[config.mk]
export PLATFORM = sky130hd
export DESIGN_NAME = ptmw_ctrl
export DESIGN_NICKNAME = d
export VERILOG_FILES = /design/src/hw/rtl/ptmw_pkg.sv /design/src/hw/rtl/ptmw_ctrl.sv
export SDC_FILE = /design/constraint.sdc
export NUM_CORES = 1
export LEC_CHECK = 0
export BUFFER_PORTS_ARGS = -buffer_cell sky130_fd_sc_hd__buf_2
export CAP_MARGIN = 15
export CORE_AREA = 2 2 39 41
export DETAILED_ROUTE_END_ITERATION = 10
export DIE_AREA = 0 0 41 43
export PLACE_DENSITY = 0.72
export SYNTH_ARGS = -nofsm -noshare
export SYNTH_HDL_FRONTEND = slang
export SYNTH_SLANG_ARGS = --single-unit
[constraint.sdc]
create_clock -name clk -period 1.9 [get_ports clk]
set_input_delay 0.38 -clock clk [delete_from_list [all_inputs] [get_ports clk]]
set_output_delay 0.38 -clock clk [all_outputs]
set_load 0.02 [all_outputs]
[src/hw/rtl/ptmw_pkg.sv]
// Shared types, constants and helpers for the page table map walker.
`timescale 1ns / 1ps
package ptmw_pkg;

  // Table pool and data frame limits.
  localparam int POOL_PAGES = 128;
  localparam int DATA_PAGES = 65536;

  // Field and table geometry.
  localparam int FRAME_W    = 40;
  localparam int VPAGE_W    = 36;
  localparam int ENT_W      = 64;
  localparam int IDX_W      = 9;
  localparam int FRAME_LSB  = 12;
  localparam int LARGE_W    = 21 - FRAME_LSB;
  localparam int PAGE_W     = $clog2(POOL_PAGES);
  localparam int CNT_W      = $clog2(POOL_PAGES + 1);
  localparam int DCNT_W     = $clog2(DATA_PAGES + 1);
  localparam int ADDR_W     = PAGE_W + IDX_W;
  localparam int STATUS_W   = 3;
  localparam int ADDED_W    = 2;

  // Entry flag bits.
  localparam int BIT_P  = 0;
  localparam int BIT_RW = 1;
  localparam int BIT_PS = 7;

  // Level codes (level number minus one).
  localparam logic [1:0] LVL_1 = 2'd0;
  localparam logic [1:0] LVL_2 = 2'd1;
  localparam logic [1:0] LVL_3 = 2'd2;
  localparam logic [1:0] LVL_4 = 2'd3;

  // Configuration port.
  localparam int CFG_ADDR_W  = 4;
  localparam int CFG_DATA_W  = 64;
  localparam int CFG_IDX_BIT = 3;
  localparam logic REG_POOL_FRAME = 1'b0;
  localparam logic REG_DATA_BASE  = 1'b1;

  // Result status codes.
  typedef enum logic [STATUS_W-1:0] {
    STAT_MAPPED       = 3'd0,
    STAT_ALREADY      = 3'd1,
    STAT_INSIDE_LARGE = 3'd2,
    STAT_POOL_FULL    = 3'd3,
    STAT_DATA_FULL    = 3'd4
  } status_t;

  // Controller states.
  typedef enum logic [3:0] {
    S_CLEAR,
    S_IDLE,
    S_RD,
    S_CHK,
    S_PREP,
    S_ALLOC,
    S_LINK,
    S_LEAF,
    S_DONE
  } state_t;

  // Commands from the controller to the datapath.
  typedef struct packed {
    logic    clr_step;
    logic    load;
    logic    rd;
    logic    descend;
    logic    mark_k;
    logic    prep;
    logic    alloc;
    logic    link;
    logic    leaf_wr;
    logic    res_load;
    status_t res_code;
    logic    out_load;
  } ptmw_cmd_t;

  // Status from the datapath to the controller.
  typedef struct packed {
    logic clr_last;
    logic at_leaf;
    logic ent_zero;
    logic inside_large;
    logic follow_ok;
    logic has_k;
    logic pool_full;
    logic need_auto;
    logic data_full;
    logic link_more;
  } ptmw_stat_t;

  // Builds a present, writable entry pointing at a frame.
  function automatic logic [ENT_W-1:0] make_entry(input logic [FRAME_W-1:0] frame);
    logic [ENT_W-1:0] e;
    e = '0;
    e[FRAME_LSB +: FRAME_W] = frame;
    e[BIT_P] = 1'b1;
    e[BIT_RW] = 1'b1;
    return e;
  endfunction

endpackage

[src/hw/rtl/ptmw_ctrl.sv]
// Walk controller: sequences clearing, table reads, allocations and writes.
`timescale 1ns / 1ps
module ptmw_ctrl (
  input  logic                  clk,
  input  logic                  rst_n,
  input  logic                  in_valid,
  output logic                  in_ready,
  output logic                  out_valid,
  input  logic                  out_ready,
  input  ptmw_pkg::ptmw_stat_t  stat,
  output ptmw_pkg::ptmw_cmd_t   cmd
);

  ptmw_pkg::state_t state_r;
  ptmw_pkg::state_t state_nxt;
  logic             out_valid_r;
  logic             out_valid_nxt;
  logic             out_free;

  assign in_ready  = (state_r == ptmw_pkg::S_IDLE);
  assign out_valid = out_valid_r;
  assign out_free  = !out_valid_r || out_ready;

  // Next state.
  always_comb begin
    state_nxt = state_r;
    case (state_r)
      ptmw_pkg::S_CLEAR: begin
        if (stat.clr_last) begin
          state_nxt = ptmw_pkg::S_IDLE;
        end
      end
      ptmw_pkg::S_IDLE: begin
        if (in_valid) begin
          state_nxt = ptmw_pkg::S_RD;
        end
      end
      ptmw_pkg::S_RD: begin
        state_nxt = ptmw_pkg::S_CHK;
      end
      ptmw_pkg::S_CHK: begin
        if (!stat.at_leaf) begin
          if (stat.ent_zero) begin
            state_nxt = ptmw_pkg::S_PREP;
          end else if (stat.inside_large || !stat.follow_ok) begin
            state_nxt = ptmw_pkg::S_DONE;
          end else begin
            state_nxt = ptmw_pkg::S_RD;
          end
        end else if (!stat.ent_zero) begin
          state_nxt = ptmw_pkg::S_DONE;
        end else begin
          state_nxt = ptmw_pkg::S_PREP;
        end
      end
      ptmw_pkg::S_PREP: begin
        if (stat.has_k && stat.pool_full) begin
          state_nxt = ptmw_pkg::S_DONE;
        end else if (stat.need_auto && stat.data_full) begin
          state_nxt = ptmw_pkg::S_DONE;
        end else if (stat.has_k) begin
          state_nxt = ptmw_pkg::S_ALLOC;
        end else begin
          state_nxt = ptmw_pkg::S_LEAF;
        end
      end
      ptmw_pkg::S_ALLOC: begin
        state_nxt = ptmw_pkg::S_LINK;
      end
      ptmw_pkg::S_LINK: begin
        if (stat.link_more) begin
          state_nxt = ptmw_pkg::S_ALLOC;
        end else begin
          state_nxt = ptmw_pkg::S_LEAF;
        end
      end
      ptmw_pkg::S_LEAF: begin
        state_nxt = ptmw_pkg::S_DONE;
      end
      ptmw_pkg::S_DONE: begin
        if (out_free) begin
          state_nxt = ptmw_pkg::S_IDLE;
        end
      end
      default: begin
        state_nxt = ptmw_pkg::S_CLEAR;
      end
    endcase
  end

  // Datapath commands.
  always_comb begin
    cmd = '0;
    cmd.res_code = ptmw_pkg::STAT_MAPPED;
    case (state_r)
      ptmw_pkg::S_CLEAR: begin
        cmd.clr_step = 1'b1;
      end
      ptmw_pkg::S_IDLE: begin
        cmd.load = in_valid;
      end
      ptmw_pkg::S_RD: begin
        cmd.rd = 1'b1;
      end
      ptmw_pkg::S_CHK: begin
        if (!stat.at_leaf) begin
          if (stat.ent_zero) begin
            cmd.mark_k = 1'b1;
          end else if (stat.inside_large) begin
            cmd.res_load = 1'b1;
            cmd.res_code = ptmw_pkg::STAT_INSIDE_LARGE;
          end else if (!stat.follow_ok) begin
            cmd.res_load = 1'b1;
            cmd.res_code = ptmw_pkg::STAT_POOL_FULL;
          end else begin
            cmd.descend = 1'b1;
          end
        end else if (!stat.ent_zero) begin
          cmd.res_load = 1'b1;
          cmd.res_code = ptmw_pkg::STAT_ALREADY;
        end
      end
      ptmw_pkg::S_PREP: begin
        if (stat.has_k && stat.pool_full) begin
          cmd.res_load = 1'b1;
          cmd.res_code = ptmw_pkg::STAT_POOL_FULL;
        end else if (stat.need_auto && stat.data_full) begin
          cmd.res_load = 1'b1;
          cmd.res_code = ptmw_pkg::STAT_DATA_FULL;
        end else begin
          cmd.prep = 1'b1;
        end
      end
      ptmw_pkg::S_ALLOC: begin
        cmd.alloc = 1'b1;
      end
      ptmw_pkg::S_LINK: begin
        cmd.link = 1'b1;
      end
      ptmw_pkg::S_LEAF: begin
        cmd.leaf_wr  = 1'b1;
        cmd.res_load = 1'b1;
        cmd.res_code = ptmw_pkg::STAT_MAPPED;
      end
      ptmw_pkg::S_DONE: begin
        cmd.out_load = out_free;
      end
      default: begin
        cmd.clr_step = 1'b0;
      end
    endcase
  end

  // Output valid flag: set on load, cleared by a completed transfer.
  always_comb begin
    out_valid_nxt = out_valid_r;
    if (out_valid_r && out_ready) begin
      out_valid_nxt = 1'b0;
    end
    if (cmd.out_load) begin
      out_valid_nxt = 1'b1;
    end
  end

  always_ff @(posedge clk) begin
    if (!rst_n) begin
      state_r     <= ptmw_pkg::S_CLEAR;
      out_valid_r <= 1'b0;
    end else begin
      state_r     <= state_nxt;
      out_valid_r <= out_valid_nxt;
    end
  end

endmodule

* Word level (Yosys, flattened, before mapping)
Index checks and enable logic that the tools add are counted.
Operators by class: equality and inequality tests 11, mux-type cells 38, reduce and logical (&&, ||, !) cells 10
Operator list (count):
- $mux W4 | 16
- $pmux W4 S9 | 1
- $eq A4 B3 Y1 const B | 4
- $mux W1 | 16
- $pmux W4 S3 | 1
- $eq A4 B2 Y1 const B | 2
- $mux W2 | 4
- $ne A2 B2 Y1 const B | 3
- $eq A4 B1 Y1 const B | 1
- $eq A4 B4 Y1 const B | 1
- $logic_not A4 Y1 | 1
- $logic_and A1 B1 Y1 | 3
- $reduce_and A3 Y1 | 1
- $logic_not A1 Y1 | 2
- $logic_or A1 B1 Y1 | 2
- $reduce_bool A2 Y1 | 1
Word-level totals: flip-flop bits (word level) 5, input port bits 14, output and inout bits 16, word-level logic and storage cells 61

* Depth between registers and ports, before layout
word-level depth 6, gate-level depth with buffers 5, gate-level depth less buffers 4

* Worst setup path after synthesis
OpenSTA, ideal clock, no wires.
kind register -> output, start register state_r[1], end output cmd[10] (netlist name), arrival time 1.408 ns, data required time 1.520 ns, path slack 0.112 ns, cell stages (with the launch flop) 4, buffers on the path 0, path through dfxtp_1 nand2b_2 or3_4 nor3_1
RTL lines:
- start, declared | line ptmw_ctrl.sv:14 | ptmw_pkg::state_t state_r;
- start signal, assigned | line ptmw_ctrl.sv:167 | state_r <= ptmw_pkg::S_CLEAR;
- start signal, assigned | line ptmw_ctrl.sv:170 | state_r <= state_nxt;
- end, declared | line ptmw_ctrl.sv:11 | output ptmw_pkg::ptmw_cmd_t cmd

==> run metrics <==
Synth top area share=21.05%; TritonCTS buffer count=3; Skew-Pair Late Insertion Delay=240 ps; sw frac=41.86%; Max H-tree Level=1; CP startpoint kind=flop; RSZ-0062 raised after global routing=yes; Seq/Total Area, Yosys=21.05%; Routed Antenna Nets=0; reg2reg path depth=6; sequential share of power=24.4%; NumNets Final=122; synthesis-to-layout area growth=76.84%; ant diodes=0; Post-Syn Instances=67; Worst EP arrival=1610 ps; YS warnings=0; Slew Limit Headroom=81.04%; crit end category=output pin; setup TNS=-104.6 ps; synth top area cells=dfxtp_1 21%, nor3_1 7.4%, nand2_1 5.5%; P_int=0.0003664 W; Starting Density=34.36%; Std-Cell Rows=14; failing checks=setup timing; Core Area=0.001384 mm^2; hpwl dp=967.7 um; Slew Limit Fails=0; top_reg_cell synth=dfxtp_1; PD cells=749.6 mW/mm^2; ys async rst share=0%; DIE HEIGHT=43 um; routability cong.=0.7181; Static Leakage=0.3958 nW; Routed WL=1529 um; Tightest Hold Check Type=input port to flop; clock sink total=5; vias in the first global route=498; Netlist cell types=32; final hold vios=0; Max rail drop VDD=0.4703 mV; Mean Syn Cell Area=7.096 um^2; clock-pin slew on the worst setup and hold paths=40 ps; Worst Tran Pin Value=282.7 ps; hold-fix buffers at CTS=0; syn nets=81; EDFF count, synth=0; vias per cell=5.341; Clock Power Share=19.5%; Clock Path Buffers=2; initial antenna violation count=0; die area=0.001763 mm^2; cell area after synthesis=475.5 um^2; Tcrit/Tclk final=105.0%; combinational share of power=56.1%; vias after detailed routing=657; worst hold path startpoint=rst_n; maximum clock frequency=501.4 MHz; IO Port Bufs=29; final setup vio count=3; Worst Hold End=state_r[3]$_SDFFE_PN0P_; initial drt markers=11; routed len/inst=12.43 um; Hold Path Depth=2; CP Data Required Time=1520 ps; layout cells sized above 1=57.01%; highest net fanout along the worst path=3; r2r startpoint=state_r[3]$_SDFFE_PN0P_; status=finished, violations left; R2R setup slack=470 ps; drc violations=0; Total Power=0.0006303 W; gr ovfl total=0; Final Skew=1.670 ps; crit path time final=1994 ps; total global-route track usage=16.40%; IO Pins=30; Switch Pwr=0.0002638 W; critical path class=flop to output pin; first-pass GRT wire length=2021 um; clock root buffer=clkbuf_4; largest net degree at the start of global routing=13; Yosys reg bits=5; Die Wd=41 um; drt first pass iters=4; max_cap viols=0; CTS tree=yes; cell taking the most area after synthesis=dfxtp_1; slack of the critical path=-94.40 ps; FF-to-FF End=state_r[0]$_SDFFE_PN0P_
==> stage by stage <==
stage	worst slack, ps	area [um^2]	utilization [%]	hold WS [ps]	instances
after floorplan	112.2	475.5	-	497.5	67
after global placement	86.94	680.7	49.19	500.0	116
after detailed placement	68.72	680.7	49.19	514.4	116
after CTS	-99.05	757.0	54.70	403.0	120
after global routing	-149.7	840.8	60.76	401.1	123
final	-94.40	840.8	60.76	406.1	123
==> cells by family after synthesis <==
logic type | Yosys count | share of synthesized area (%)
AO/OA/AOI/OAI | 16 | 27.10
XOR/XNOR | 1 | 1.842
buffers and inverters | 8 | 8.156
flip-flops | 5 | 21.05
AND/OR/NAND/NOR | 37 | 41.85
==> power by group through the flow <==
stage / Combinational (W) / Clock (W) / Sequential [W]
final: 0.000354 / 0.000123 / 0.000154
after detailed placement: 0.000307 / 0 / 0.000136
after floorplan: 0.000198 / 0 / 0.000138
after global routing: 0.000381 / 0.000135 / 0.000156
after CTS: 0.000323 / 0.000127 / 0.000146
after global placement: 0.000305 / 0 / 0.000135
==> layout by cell type (no fill, tap or decap), types with 3 or more instances in the layout <==
cell type	Yosys	final
buf_2	1	23
buf_4	2	13
nor3_1	7	6
nand2_1	7	6
nor2_1	7	6
buf_6	0	5
nor2b_1	3	3
clkbuf_4	0	3
dfxtp_2	0	3
==> synthesized netlist by cell type, types with 2 or more instances <==
cell type,n
nor2_1,7
o21ai_0,3
nand2_1,7
nand3_1,2
nor3_1,7
buf_4,2
clkbuf_1,2
nand2b_1,3
nor4_1,2
o21a_1,2
inv_1,3
dfxtp_1,5
nor2b_1,3
==> layout make-up <==
type	instances	area [um^2]
Tap cell	16	20.02
Multi-Input combinational cell	54	406.6
Sequential cell	5	107.6
Clock buffer	4	26.28
Inverter	3	11.26
Fill cell	129	543.0
Timing Repair Buffer	41	269.0
==> routing by layer <==
metal	track usage [%]	share of wire, %
met1	19.09	38
met2	28.75	55
met3	1.571	7.1
met4	6.000	0
met5	0	0
==> worst max-delay path, cell delays in order, from the launching register on <==
cell and delay (ps):
dfxtp_2 320, nand2b_4 130, or3_4 360, or3b_1 350, nand2_1 90, buf_6 120
==> worst max path at each step <==
| stage | to | slack, ps | startpoint |
|---|---|---|---|
| final | cmd[2] | -90 | state_r[2]$_SDFFE_PN0P_ |
| after global routing | cmd[2] | -150 | state_r[2]$_SDFFE_PN0P_ |
| after CTS | cmd[2] | -100 | state_r[3]$_SDFFE_PN0P_ |
| after detailed placement | cmd[2] | 70 | stat[7] |
| after global placement | cmd[2] | 90 | stat[7] |
| after floorplan | cmd[10] | 110 | state_r[1]$_SDFFE_PN0P_ |
==> repair_timing <==
action | in CTS | in global routing
buffers inserted | 0 | 3
setup endpoints to repair | 6 | 6
pin swaps | 3 | 5
resized for setup | 11 | 19
==> registers in the layout (all words and copies together) (netlist names) <==
| signal | count |
|---|---|
| state_r | 4 |
| out_valid | 1 |
No activity file was read; power rests on OpenSTA's default activity.
