File: config.mk
export PLATFORM = sky130hd
export DESIGN_NAME = ptmw_cfg
export DESIGN_NICKNAME = d
export VERILOG_FILES = /design/src/hw/rtl/ptmw_pkg.sv /design/src/hw/rtl/ptmw_cfg.sv
export SDC_FILE = /design/constraint.sdc
export NUM_CORES = 1
export LEC_CHECK = 0
export ABC_CLOCK_PERIOD_IN_PS = 1120
export BUFFER_PORTS_ARGS = -buffer_cell sky130_fd_sc_hd__buf_4
export CAP_MARGIN = 20
export CORE_MARGIN = 2
export CORE_UTILIZATION = 44
export DETAILED_ROUTE_END_ITERATION = 16
export GPL_ROUTABILITY_DRIVEN = 0
export PLACE_DENSITY = 0.81
export SLEW_MARGIN = 20
export SYNTH_ARGS = -nofsm -noshare
export SYNTH_HDL_FRONTEND = slang
export SYNTH_SLANG_ARGS = --single-unit
File: constraint.sdc
create_clock -name clk -period 1.12 [get_ports clk]
set_input_delay 0.112 -clock clk [delete_from_list [all_inputs] [get_ports clk]]
set_output_delay 0.112 -clock clk [all_outputs]
set_load 0.01 [all_outputs]
File: src/hw/rtl/ptmw_pkg.sv
// Shared types, constants and helpers for the page table map walker.
`timescale 1ns / 1ps
package ptmw_pkg;

  // Table pool and data frame limits.
  localparam int POOL_PAGES = 128;
  localparam int DATA_PAGES = 65536;

  // Field and table geometry.
  localparam int FRAME_W    = 40;
  localparam int VPAGE_W    = 36;
  localparam int ENT_W      = 64;
  localparam int IDX_W      = 9;
  localparam int FRAME_LSB  = 12;
  localparam int LARGE_W    = 21 - FRAME_LSB;
  localparam int PAGE_W     = $clog2(POOL_PAGES);
  localparam int CNT_W      = $clog2(POOL_PAGES + 1);
  localparam int DCNT_W     = $clog2(DATA_PAGES + 1);
  localparam int ADDR_W     = PAGE_W + IDX_W;
  localparam int STATUS_W   = 3;
  localparam int ADDED_W    = 2;

  // Entry flag bits.
  localparam int BIT_P  = 0;
  localparam int BIT_RW = 1;
  localparam int BIT_PS = 7;

  // Level codes (level number minus one).
  localparam logic [1:0] LVL_1 = 2'd0;
  localparam logic [1:0] LVL_2 = 2'd1;
  localparam logic [1:0] LVL_3 = 2'd2;
  localparam logic [1:0] LVL_4 = 2'd3;

  // Configuration port.
  localparam int CFG_ADDR_W  = 4;
  localparam int CFG_DATA_W  = 64;
  localparam int CFG_IDX_BIT = 3;
  localparam logic REG_POOL_FRAME = 1'b0;
  localparam logic REG_DATA_BASE  = 1'b1;

  // Result status codes.
  typedef enum logic [STATUS_W-1:0] {
    STAT_MAPPED       = 3'd0,
    STAT_ALREADY      = 3'd1,
    STAT_INSIDE_LARGE = 3'd2,
    STAT_POOL_FULL    = 3'd3,
    STAT_DATA_FULL    = 3'd4
  } status_t;

  // Controller states.
  typedef enum logic [3:0] {
    S_CLEAR,
    S_IDLE,
    S_RD,
    S_CHK,
    S_PREP,
    S_ALLOC,
    S_LINK,
    S_LEAF,
    S_DONE
  } state_t;

  // Commands from the controller to the datapath.
  typedef struct packed {
    logic    clr_step;
    logic    load;
    logic    rd;
    logic    descend;
    logic    mark_k;
    logic    prep;
    logic    alloc;
    logic    link;
    logic    leaf_wr;
    logic    res_load;
    status_t res_code;
    logic    out_load;
  } ptmw_cmd_t;

  // Status from the datapath to the controller.
  typedef struct packed {
    logic clr_last;
    logic at_leaf;
    logic ent_zero;
    logic inside_large;
    logic follow_ok;
    logic has_k;
    logic pool_full;
    logic need_auto;
    logic data_full;
    logic link_more;
  } ptmw_stat_t;

  // Builds a present, writable entry pointing at a frame.
  function automatic logic [ENT_W-1:0] make_entry(input logic [FRAME_W-1:0] frame);
    logic [ENT_W-1:0] e;
    e = '0;
    e[FRAME_LSB +: FRAME_W] = frame;
    e[BIT_P] = 1'b1;
    e[BIT_RW] = 1'b1;
    return e;
  endfunction

endpackage

File: src/hw/rtl/ptmw_cfg.sv
// APB-style configuration registers: table pool frame and data base frame.
`timescale 1ns / 1ps
module ptmw_cfg (
  input  logic                            clk,
  input  logic                            rst_n,
  input  logic                            psel,
  input  logic                            penable,
  input  logic                            pwrite,
  input  logic [ptmw_pkg::CFG_ADDR_W-1:0] paddr,
  input  logic [ptmw_pkg::CFG_DATA_W-1:0] pwdata,
  output logic [ptmw_pkg::CFG_DATA_W-1:0] prdata,
  output logic                            pready,
  output logic [ptmw_pkg::FRAME_W-1:0]    pool_frame,
  output logic [ptmw_pkg::FRAME_W-1:0]    base_frame
);

  logic [ptmw_pkg::FRAME_W-1:0] pool_frame_r;
  logic [ptmw_pkg::FRAME_W-1:0] base_frame_r;
  logic                         wr_en;
  logic                         reg_sel;

  // The port never inserts wait states.
  assign pready  = 1'b1;
  assign wr_en   = psel && penable && pwrite;
  assign reg_sel = paddr[ptmw_pkg::CFG_IDX_BIT];

  // Register writes complete in the access phase.
  always_ff @(posedge clk) begin
    if (!rst_n) begin
      pool_frame_r <= '0;
      base_frame_r <= '0;
    end else if (wr_en) begin
      if (reg_sel == ptmw_pkg::REG_POOL_FRAME) begin
        pool_frame_r <= pwdata[ptmw_pkg::FRAME_W-1:0];
      end else begin
        base_frame_r <= pwdata[ptmw_pkg::FRAME_W-1:0];
      end
    end
  end

  // Read-back mux.
  always_comb begin
    if (reg_sel == ptmw_pkg::REG_POOL_FRAME) begin
      prdata = ptmw_pkg::CFG_DATA_W'(pool_frame_r);
    end else begin
      prdata = ptmw_pkg::CFG_DATA_W'(base_frame_r);
    end
  end

  assign pool_frame = pool_frame_r;
  assign base_frame = base_frame_r;

endmodule

[After elaboration in Yosys (flattened, before gate mapping)]
Cells that the tools add are included.
Word-level totals
  logic and storage cells: 8
  output and inout bits: 145
  register bits after elaboration: 80
  bits of input ports: 73
Cells by class
  bitwise gates (word level): 1
  reduce and logical (&&, ||, !) cells: 4
  multiplexer cells: 1
Operators with widths (number)
  two-way mux 40 bit: 1
  AND reduction 2 bit: 2
  logical AND 1 bit: 2
  inverter 1 bit: 1

[Depth between registers and ports, before layout]
Gate-level depths: netlist (run 1).
  word-level depth: 3
  gate-level depth with buffers: 5
  gate-level depth less buffers: 2

[Worst setup path after synthesis (run 1)]
Ideal clock, no wire load.
  path kind: input to register
  from: input port paddr[3] in the netlist's numbering
  to: register pool_frame_r, in the netlist pool_frame[13]
  setup time: 0.072 ns
  arrival: 0.907 ns
  stages: 5
  slack: 0.142 ns
  path buffers: 3
  required time: 1.048 ns
  path through: buf_2 -> and4b_1 -> buf_6 -> buf_6 -> mux2i_1
On the way
  cells in the longest elaborated chain, start to end: 2
RTL lines
  from (decl): RTL line ptmw_cfg.sv:9  | input logic [ptmw_pkg::CFG_ADDR_W-1:0] paddr,
  inverter 1 bit (no line)
  AND reduction 2 bit (no line)
  to (signal assigned): RTL line ptmw_cfg.sv:34  | pool_frame_r <= pwdata[ptmw_pkg::FRAME_W-1:0];
  to (decl): RTL line ptmw_cfg.sv:17  | logic [ptmw_pkg::FRAME_W-1:0] pool_frame_r;
No other way between the ends.
A chain may end at the register's enable or synchronous reset.

[Worst setup path in the final report (run 1)]
  from: register pool_frame_r, in the netlist pool_frame[29]
  to: output port prdata[29] in the netlist's numbering
On the way
  cells in the longest elaborated chain, start to end: 1
RTL lines
  two-way mux 40 bit: RTL line ptmw_cfg.sv:43  | if (reg_sel == ptmw_pkg::REG_POOL_FRAME) begin
  to (decl): RTL line ptmw_cfg.sv:11  | output logic [ptmw_pkg::CFG_DATA_W-1:0] prdata,
No other way between the ends.

==> impl_metrics.py, run 1 <==
metrics = {
    "worst_setup_path": {
        "slowest_stage": "dfxtp_2",
        "worstSetupEndpoint": "prdata[29]",
        "max_stage_delay_ps": 330,
        "reg2reg_from": "base_frame[36]$_SDFFE_PN0P_",
        "worst-path-max-fanout": 2,
        "worst-path-stages": 2,
        "cp_top_family": "flip-flops",
        "crit_buf_inv": 1,
        "crit_path_end_kind": "output port",
        "cp.arrival_ps": 1070,
        "crit_chain": "mux2_4 > buf_6",
        "critical_path_class": "flop to output port",
        "startpoint_type": "flop",
        "r2r_setup_slack_ps": 380,
        "rr_endpoint": "base_frame[36]$_SDFFE_PN0P_",
        "worst_r2r_path_depth": 3,
        "crit_required_ps": 1010,
        "cp-startpoint": "pool_frame[29]$_SDFFE_PN0P_",
    },
    "power_and_ir_drop": {
        "power.total_mw": 5.93,
        "pwr-share-comb_pct": 15.2,
        "vdd_drop_max_v": 0.000485,
        "p_per_area_nw_per_um2": 971,
        "p_switching_mw": 1.50,
        "leakagePower_nw": 3.18,
        "seqPwrFrac_pct": 49.8,
        "clkPwrFrac_pct": 35.0,
        "swShare_pct": 25.3,
        "p_int_mw": 4.43,
    },
    "clocking": {
        "clock_sinks": 80,
        "tritoncts": "yes",
        "cts_buffer_depth": 2,
        "cts_buffers": 9,
        "htree_num_levels": 3,
        "path_clk_slew_ps": 90,
        "cts-root-buf": "clkbuf_8",
        "clock_latency_ps": 330,
    },
    "worst_hold_path": {
        "hold_path_class": "primary input to flop",
    },
    "global_route": {
        "use_met3_pct": 5.30,
        "grt_max_degree": 55,
        "met2_usage_pct": 43.0,
        "groute.usage.overall_pct": 23.1,
        "grt_pass1_wl_mm": 16.2,
        "busiest_layer": "met2",
        "grt_pass1_vias": 3451,
        "grt_antenna_before_repair": 0,
        "gr-usage-met1_pct": 25.2,
        "grt_overflow": 0,
    },
    "layout": {
        "synthToLayoutAreaGrowth_pct": 66.5,
        "drive_above_1_share_pct": 62.9,
        "regArea_sq_um": 1700,
        "postLayoutCoreUtil_pct": 75.1,
        "num-fill-cells": 533,
        "nNetsFinal": 682,
        "n_antenna_cell": 0,
        "multi_input_area_sq_um": 1950,
    },
    "outcome": {
        "outcome": "finished, violations left",
        "violations": "setup timing",
    },
    "timing": {
        "setup_violations": 40,
        "finClkSkew_ps": 0,
        "setup-tns-final_ps": -1630,
        "finalHoldViolations": 0,
        "max_freq_mhz": 846,
        "fin_crit_sh_pct": 106,
        "slew_viol_final": 0,
        "layout_setup_ws_ps": -62.4,
        "grt_setup_unrepaired": "true",
        "timing.final.crit_period_ps": 1180,
    },
    "routing": {
        "wl_mm": 10.9,
        "drtIter0Drc": 83,
        "ant_nets": 0,
        "vias_per_cell": 4.81,
        "routedWlPerCell_microns": 15.2,
        "vias": 3459,
        "dr.pass1.iters": 4,
        "drcViolationCount": 0,
    },
    "die": {
        "rows": 33,
        "io-pin-count": 218,
        "die_w_microns": 95.3,
        "start_util_pct": 45.1,
        "die_h_microns": 95.3,
        "core-area_sq_um": 8130,
        "die-area_sq_um": 9080,
    },
    "synthesis": {
        "yosysTopAreaCellShare_pct": 43.7,
        "yosysTopAreaCell": "dfxtp_1",
        "synth.distinct_cells": 12,
        "ys_ff_latch": 80,
        "avgSynthCellArea_sq_um": 9.75,
        "yosysWarnings": 0,
        "syn_area_sq_um": 3670,
        "synth_area_leaders": "dfxtp_1 (44%), mux2i_1 (22%), mux2_2 (12%)",
        "synth.yosys.seq_area_share_pct": 43.7,
        "synthCells": 376,
    },
    "placed_design": {
        "dpl_worst_slack_ps": -25.9,
        "io_buffers": 165,
        "dp_hpwl_mm": 6.24,
    },
    "flow_run": {
        "max-cap-violations": 0,
    },
}
## worst min-delay path: stages
cell and delay, ps:
buf_4 100, nand2_1 60, mux2i_1 60
## cell type report
class | count | share of cell area, %
timing repair buffer | 251 | 35.0
clock inverter | 5 | 0.943
clock buffer | 11 | 2.15
sequential | 80 | 27.9
tap | 105 | 2.15
multi-input combinational | 267 | 31.9
## layer usage
layer / up-vias / part of all wire (%)
met5: - / 0
met4: 0 / 1.6
met3: 17 / 5.7
met2: 131 / 54
met1: 1651 / 39
li1: 1660 / -
## stage by stage
stage	hold slack (ps)	instances	area (sq um)
floorplan	274	399	3750
global placement	381	625	4940
detailed placement	395	625	4940
CTS	25.5	718	6080
global route	15.0	719	6100
finish	35.4	719	6100
## flip-flops by register name, indices dropped and copies added (netlist names)
signal	count
base_frame	40
pool_frame	40
## power groups by stage
stage | clock, mW | combinational, mW | sequential (mW)
floorplan | 0 | 0.413 | 3.04
global placement | 0 | 0.701 | 3.02
detailed placement | 0 | 0.720 | 3.02
CTS | 2.10 | 0.880 | 2.95
global route | 2.24 | 0.963 | 2.96
finish | 2.07 | 0.901 | 2.95
## cells in the final DEF (no fill, tap or decap), drive strengths merged
master and count:
buf 251, bufinv 1, conb 25, mux2 40
nand2 120, clkbuf 11, and4b 1, mux2i 80
clkinvlp 3, dfxtp 80, clkinv 1, nand4 1
## kinds of logic after synthesis
family / Yosys count / share of synthesized area (%)
other: 2 / 0.205
AND/OR/NAND/NOR: 122 / 12.7
flip-flops: 80 / 43.7
multiplexers: 120 / 34.1
buffers and inverters: 52 / 9.25
## worst min-delay path by stage
stage	from	to	slack (ps)	cells after the start
after floorplan	pwdata[0]	base_frame[0]$_SDFFE_PN0P_	270	2
after detailed placement	pwdata[14]	base_frame[14]$_SDFFE_PN0P_	400	3
after CTS	pwdata[30]	base_frame[30]$_SDFFE_PN0P_	30	3
after global placement	pwdata[32]	base_frame[32]$_SDFFE_PN0P_	380	3
final	pwdata[30]	base_frame[30]$_SDFFE_PN0P_	40	3
after global routing	pwdata[6]	base_frame[6]$_SDFFE_PN0P_	10	3
## synthesized netlist by cell type
master,count
mux2_2,40
buf_4,25
mux2i_1,80
clkbuf_1,11
buf_2,10
buf_1,1
dfxtp_1,80
buf_6,5
nand2_1,120
and4b_1,1
nand4_1,1
conb_1,2
## timing repair
| item | CTS | global route |
|---|---|---|
| resized for setup | 151 | 5 |
| hold buffers | 0 | 0 |
| buffers inserted | 77 | 1 |
| setup endpoints to repair | 40 | 40 |
Power figures use the tool's default switching activity.
==> inputs of run 2 (changes only) <==
- ABC_AREA: default -> 1
- CORE_UTILIZATION: 44 -> 45
- PLACE_DENSITY: 0.81 -> 0.8
- SKIP_CTS_REPAIR_TIMING: default -> 1
==> impl_metrics.py, run 2 <==
metrics = {
    "worst_setup_path": {
        "crit_path_end_kind": "output port",
        "cp.arrival_ps": 970,
        "worst-path-max-fanout": 3,
        "startpoint_type": "flop",
        "reg2reg_from": "pool_frame[39]$_SDFFE_PN0P_",
        "crit_required_ps": 1010,
        "cp-startpoint": "pool_frame[22]$_SDFFE_PN0P_",
        "critical_path_class": "flop to output port",
    },
    "routing": {
        "drcViolationCount": 0,
        "vias_per_cell": 4.75,
        "ant_nets": 0,
        "routedWlPerCell_microns": 11.7,
        "drtIter0Drc": 172,
        "dr.pass1.iters": 4,
        "wl_mm": 10.4,
        "vias": 4243,
    },
    "outcome": {
        "outcome": "complete, no violations",
    },
    "placed_design": {
        "dpl_worst_slack_ps": 105,
        "dp_hpwl_mm": 7.39,
        "io_buffers": 165,
    },
    "worst_hold_path": {
        "hold_path_class": "primary input to flop",
        "hp-start": "pwdata[3]",
    },
    "timing": {
        "setup_violations": 0,
        "setup-tns-final_ps": 0,
        "finalHoldViolations": 0,
        "max_freq_mhz": 927,
        "fin_crit_sh_pct": 96.4,
        "grt_setup_unrepaired": "false",
        "finClkSkew_ps": 0,
        "timing.final.crit_period_ps": 1080,
        "layout_setup_ws_ps": 40.8,
        "slew_viol_final": 0,
    },
    "synthesis": {
        "yosysWarnings": 0,
        "ys_async_sr_fraction_pct": 0,
        "synth_common_cells": "nand2_1 (201), nor2_1 (160), dfxtp_1 (80), nand3_1 (80), inv_1 (40)",
        "synth_edf_count": 0,
        "synth_area_leaders": "dfxtp_1 (40%), nand2_1 (19%), nor2_1 (15%)",
        "dominantRegCellSynth": "dfxtp_1",
        "yosysTopAreaCellShare_pct": 39.7,
        "synth.yosys.seq_area_share_pct": 39.7,
        "yosysMostFrequentCell": "nand2_1",
        "synth.distinct_cells": 15,
        "ys_ff_latch": 80,
        "yosysTopAreaCell": "dfxtp_1",
        "synthCells": 636,
        "syn_area_sq_um": 4030,
        "avgSynthCellArea_sq_um": 6.34,
    },
    "clocking": {
        "tritoncts": "yes",
        "path_clk_slew_ps": 80,
        "clock_sinks": 80,
        "clock_latency_ps": 320,
        "cts_buffer_depth": 2,
        "cts-root-buf": "clkbuf_8",
        "cts_buffers": 9,
        "htree_num_levels": 3,
    },
    "global_route": {
        "groute.usage.overall_pct": 21.1,
        "grt_max_degree": 81,
        "use_met3_pct": 3.83,
        "grt_overflow": 0,
        "busiest_layer": "met2",
        "gr-usage-met1_pct": 25.9,
        "met2_usage_pct": 37.8,
        "grt_pass1_wl_mm": 17.3,
        "grt_antenna_before_repair": 0,
        "grt_pass1_vias": 3815,
    },
    "die": {
        "die_w_microns": 98.7,
        "rows": 34,
        "die_h_microns": 98.7,
        "start_util_pct": 46.2,
        "core-area_sq_um": 8720,
        "die-area_sq_um": 9730,
        "io-pin-count": 218,
    },
    "layout": {
        "drive_above_1_share_pct": 29.2,
        "nNetsFinal": 855,
        "regArea_sq_um": 1640,
        "synthToLayoutAreaGrowth_pct": 36.9,
        "multi_input_area_sq_um": 1890,
        "layout_commonest_cell": "nand2_1",
        "n_antenna_cell": 0,
        "num-fill-cells": 765,
        "final_cell_mix": "nand2_1 (201), buf_4 (168), nor2_1 (160)",
    },
    "power_and_ir_drop": {
        "leakagePower_nw": 2.93,
        "p_per_area_nw_per_um2": 1150,
        "vdd_drop_max_v": 0.000660,
    },
    "flow_run": {
        "max-cap-violations": 0,
    },
}
[run 2: cell types whose count changed after synthesis, sizes merged, moves of 16 or more]
cell,previous run,this run
buf,41,57
inv,0,42
mux2,40,0
mux2i,80,0
nand2,120,201
nand3,0,81
nor2,0,163
[run 2: routing by layer]
metal / vias to the layer above / wire, microns
met4: 0 / 139
met3: 13 / 666
met5: - / 0
met1: 1925 / 4350
li1: 2158 / -
met2: 147 / 5280
[run 2: final timing paths]
check                                endpoint  slack, ps  depth (start not counted)
hold reg to reg   pool_frame[20]$_SDFFE_PN0P_        490                          2
hold / removal     pool_frame[3]$_SDFFE_PN0P_        100                          5
setup / recovery                   prdata[22]         40                          3
setup reg to reg  pool_frame[39]$_SDFFE_PN0P_        490                          2
[run 2: through the flow]
stage / std cells / hold WS (ps) / utilization, % / area, sq um / power (mW)
after floorplan: 659 / 343 / - / 4120 / 3.73
after global placement: 879 / 433 / 60.4 / 5270 / 4.13
after detailed placement: 879 / 446 / 60.4 / 5270 / 4.16
after CTS: 893 / 88.5 / 62.8 / 5480 / 6.41
after global routing: 893 / 104 / 63.3 / 5520 / 6.67
final: 893 / 102 / 63.3 / 5520 / 6.36
[run 2: kinds of logic after synthesis]
family        share of synthesized area (%)
flops                                  39.7
buf+inv                                15.5
simple gates                           44.6
other cells                           0.186
[run 2: area by class of cell]
class | instances | share of cell area, %
Sequential cell | 80 | 29.7
Inverter | 42 | 2.90
Tap cell | 108 | 2.45
Timing Repair Buffer | 179 | 26.8
Clock buffer | 11 | 2.56
Multi-Input combinational cell | 470 | 34.3
Clock inverter | 3 | 1.22
[run 2: report_power, final]
| group | total (mW) | internal, mW | switching (mW) | leakage [nW] |
|---|---|---|---|---|
| combinational | 1.07 | 0.491 | 0.575 | 2.16 |
| sequential | 3.03 | 2.95 | 0.0818 | 0.665 |
| clock | 2.26 | 1.29 | 0.964 | 0.101 |
| total | 6.36 | 4.74 | 1.62 | 2.93 |
[run 2: critical path, cell delays in order, from the launching register on]
cell and delay [ps]:
dfxtp_1 390, nand2_1 70, nand2_1 70, buf_4 120
==> inputs of run 3 (changes only) <==
==> constraint.sdc (replaced) <==
create_clock -name clk -period 1.12 [get_ports clk]
set_input_delay 0.112 -clock clk [delete_from_list [all_inputs] [get_ports clk]]
set_output_delay 0.112 -clock clk [all_outputs]
set_load 0.1 [all_outputs]
==> impl_metrics.py, run 3 (same netlist as run 2, synthesis figures left out) <==
metrics = {
    "outcome": {
        "outcome": "finished, violations left",
        "violations": "setup timing",
    },
    "global_route": {
        "grt_antenna_before_repair": 0,
        "grt_pass1_vias": 4151,
        "grt_max_degree": 81,
        "groute.usage.overall_pct": 22.9,
        "grt_pass1_wl_mm": 18.6,
        "grt_overflow": 0,
    },
    "worst_hold_path": {
        "hold_path_class": "primary input to flop",
        "min_path_cells": 5,
        "hp-start": "pwdata[37]",
        "hold_end": "pool_frame[37]$_SDFFE_PN0P_",
    },
    "power_and_ir_drop": {
        "clkPwrFrac_pct": 27.8,
        "p_switching_mw": 3.24,
        "p_per_area_nw_per_um2": 1130,
        "vdd_drop_max_v": 0.000857,
        "leakagePower_nw": 3.38,
        "p_int_mw": 4.79,
        "power.total_mw": 8.03,
        "swShare_pct": 40.4,
        "seqPwrFrac_pct": 36.7,
        "pwr-share-comb_pct": 35.4,
    },
    "timing": {
        "timing.final.crit_period_ps": 1180,
        "grt_setup_unrepaired": "true",
        "layout_setup_ws_ps": -58.1,
        "slew_viol_final": 0,
        "finalHoldViolations": 0,
        "setup-tns-final_ps": -1230,
        "max_freq_mhz": 849,
        "finClkSkew_ps": 0,
        "setup_violations": 49,
        "fin_crit_sh_pct": 105,
    },
    "worst_setup_path": {
        "worst_r2r_path_depth": 2,
        "crit_path_end_kind": "output port",
        "cp.arrival_ps": 1070,
        "crit_required_ps": 1010,
        "critical_path_class": "flop to output port",
        "startpoint_type": "flop",
        "cp-startpoint": "base_frame[37]$_SDFFE_PN0P_",
        "slowest_stage": "dfxtp_4",
        "max_stage_delay_ps": 370,
        "rr_endpoint": "pool_frame[7]$_SDFFE_PN0P_",
        "crit_chain": "nand2_2 > nand2_4 > buf_12",
        "r2r_setup_slack_ps": 390,
        "reg2reg_from": "pool_frame[7]$_SDFFE_PN0P_",
        "worst-path-max-fanout": 3,
    },
    "die": {
        "die_w_microns": 98.7,
        "start_util_pct": 46.2,
        "die-area_sq_um": 9730,
        "io-pin-count": 218,
        "core-area_sq_um": 8720,
        "die_h_microns": 98.7,
        "rows": 34,
    },
    "layout": {
        "synthToLayoutAreaGrowth_pct": 75.7,
        "layout.cells.non_filler": 901,
        "layout_commonest_cell": "nor2_1",
        "num-fill-cells": 490,
        "nNetsFinal": 862,
        "postLayoutCoreUtil_pct": 81.2,
        "final_cell_mix": "nor2_1 (160), buf_4 (86), nand2_1 (84)",
        "drive_above_1_share_pct": 50.6,
        "n_antenna_cell": 0,
    },
    "clocking": {
        "path_clk_slew_ps": 80,
        "clock_sinks": 80,
        "htree_num_levels": 3,
        "cts_buffer_depth": 2,
        "tritoncts": "yes",
        "clock_latency_ps": 350,
        "cts_buffers": 9,
        "cts-root-buf": "clkbuf_8",
    },
    "routing": {
        "wl_mm": 14.2,
        "drtIter0Drc": 132,
        "dr.pass1.iters": 5,
        "ant_nets": 0,
        "drcViolationCount": 0,
        "vias": 4645,
        "vias_per_cell": 5.16,
        "routedWlPerCell_microns": 15.8,
    },
    "placed_design": {
        "dpl_worst_slack_ps": -12.5,
        "io_buffers": 165,
        "dp_hpwl_mm": 8.24,
        "placed_cells": 886,
    },
    "flow_run": {
        "max-cap-violations": 0,
    },
}
-- run 3: cell count changes in the layout (fill, tap and decap cells not counted), moves of 51 or more --
cell     change
nand2_2     +57
dfxtp_4     +80
buf_6       +51
nand2_1    -117
nand2_4     +60
buf_4       -82
-- run 3: cell type report --
class	count	area [sq um]	area share, %
multi-input cells	470	2490	35.1
well taps	108	135	1.91
repair buffers	186	2200	31.1
clock buffers	10	128	1.80
flip-flops and latches	80	1900	26.8
inverters	42	160	2.26
clock inverters	5	72.6	1.02
-- run 3: power groups by stage --
stage	registers, mW	clock network (mW)	logic, mW
global placement	2.97	0	2.50
detailed placement	2.98	0	2.53
finish	2.95	2.24	2.84
floorplan	3.68	0	1.38
global route	2.96	2.39	2.95
CTS	2.91	2.24	2.53
-- run 3: how the worst max path moves through the flow --
stage / to / cells past startpoint / slack [ps]
finish: prdata[37] / 3 / -60
CTS: prdata[7] / 3 / -160
global route: prdata[0] / 3 / -100
global placement: prdata[28] / 5 / 7
detailed placement: prdata[20] / 5 / -10
floorplan: prdata[0] / 4 / 70
-- run 3: per-layer routing --
layer | GRT usage, % | share of wire [%] | up-vias
li1 | - | - | 2178
met1 | 27.3 | 37 | 2212
met2 | 41.0 | 54 | 227
met3 | 4.40 | 6.8 | 28
met4 | 8.01 | 2.2 | 0
met5 | 0 | 0 | -
-- run 3: critical path: cells and delay by family, from the launching register on --
kind / cells / cell delay (ps)
and+or+nand+nor: 2 / 170
DFF: 1 / 370
buffers and inverters: 1 / 170
-- run 3: stage by stage --
stage               area (sq um)  hold slack (ps)
floorplan                   4720              342
global placement            5900              432
detailed placement          5900              449
CTS                         6100             79.3
global route                7080             88.3
finish                      7080             89.1
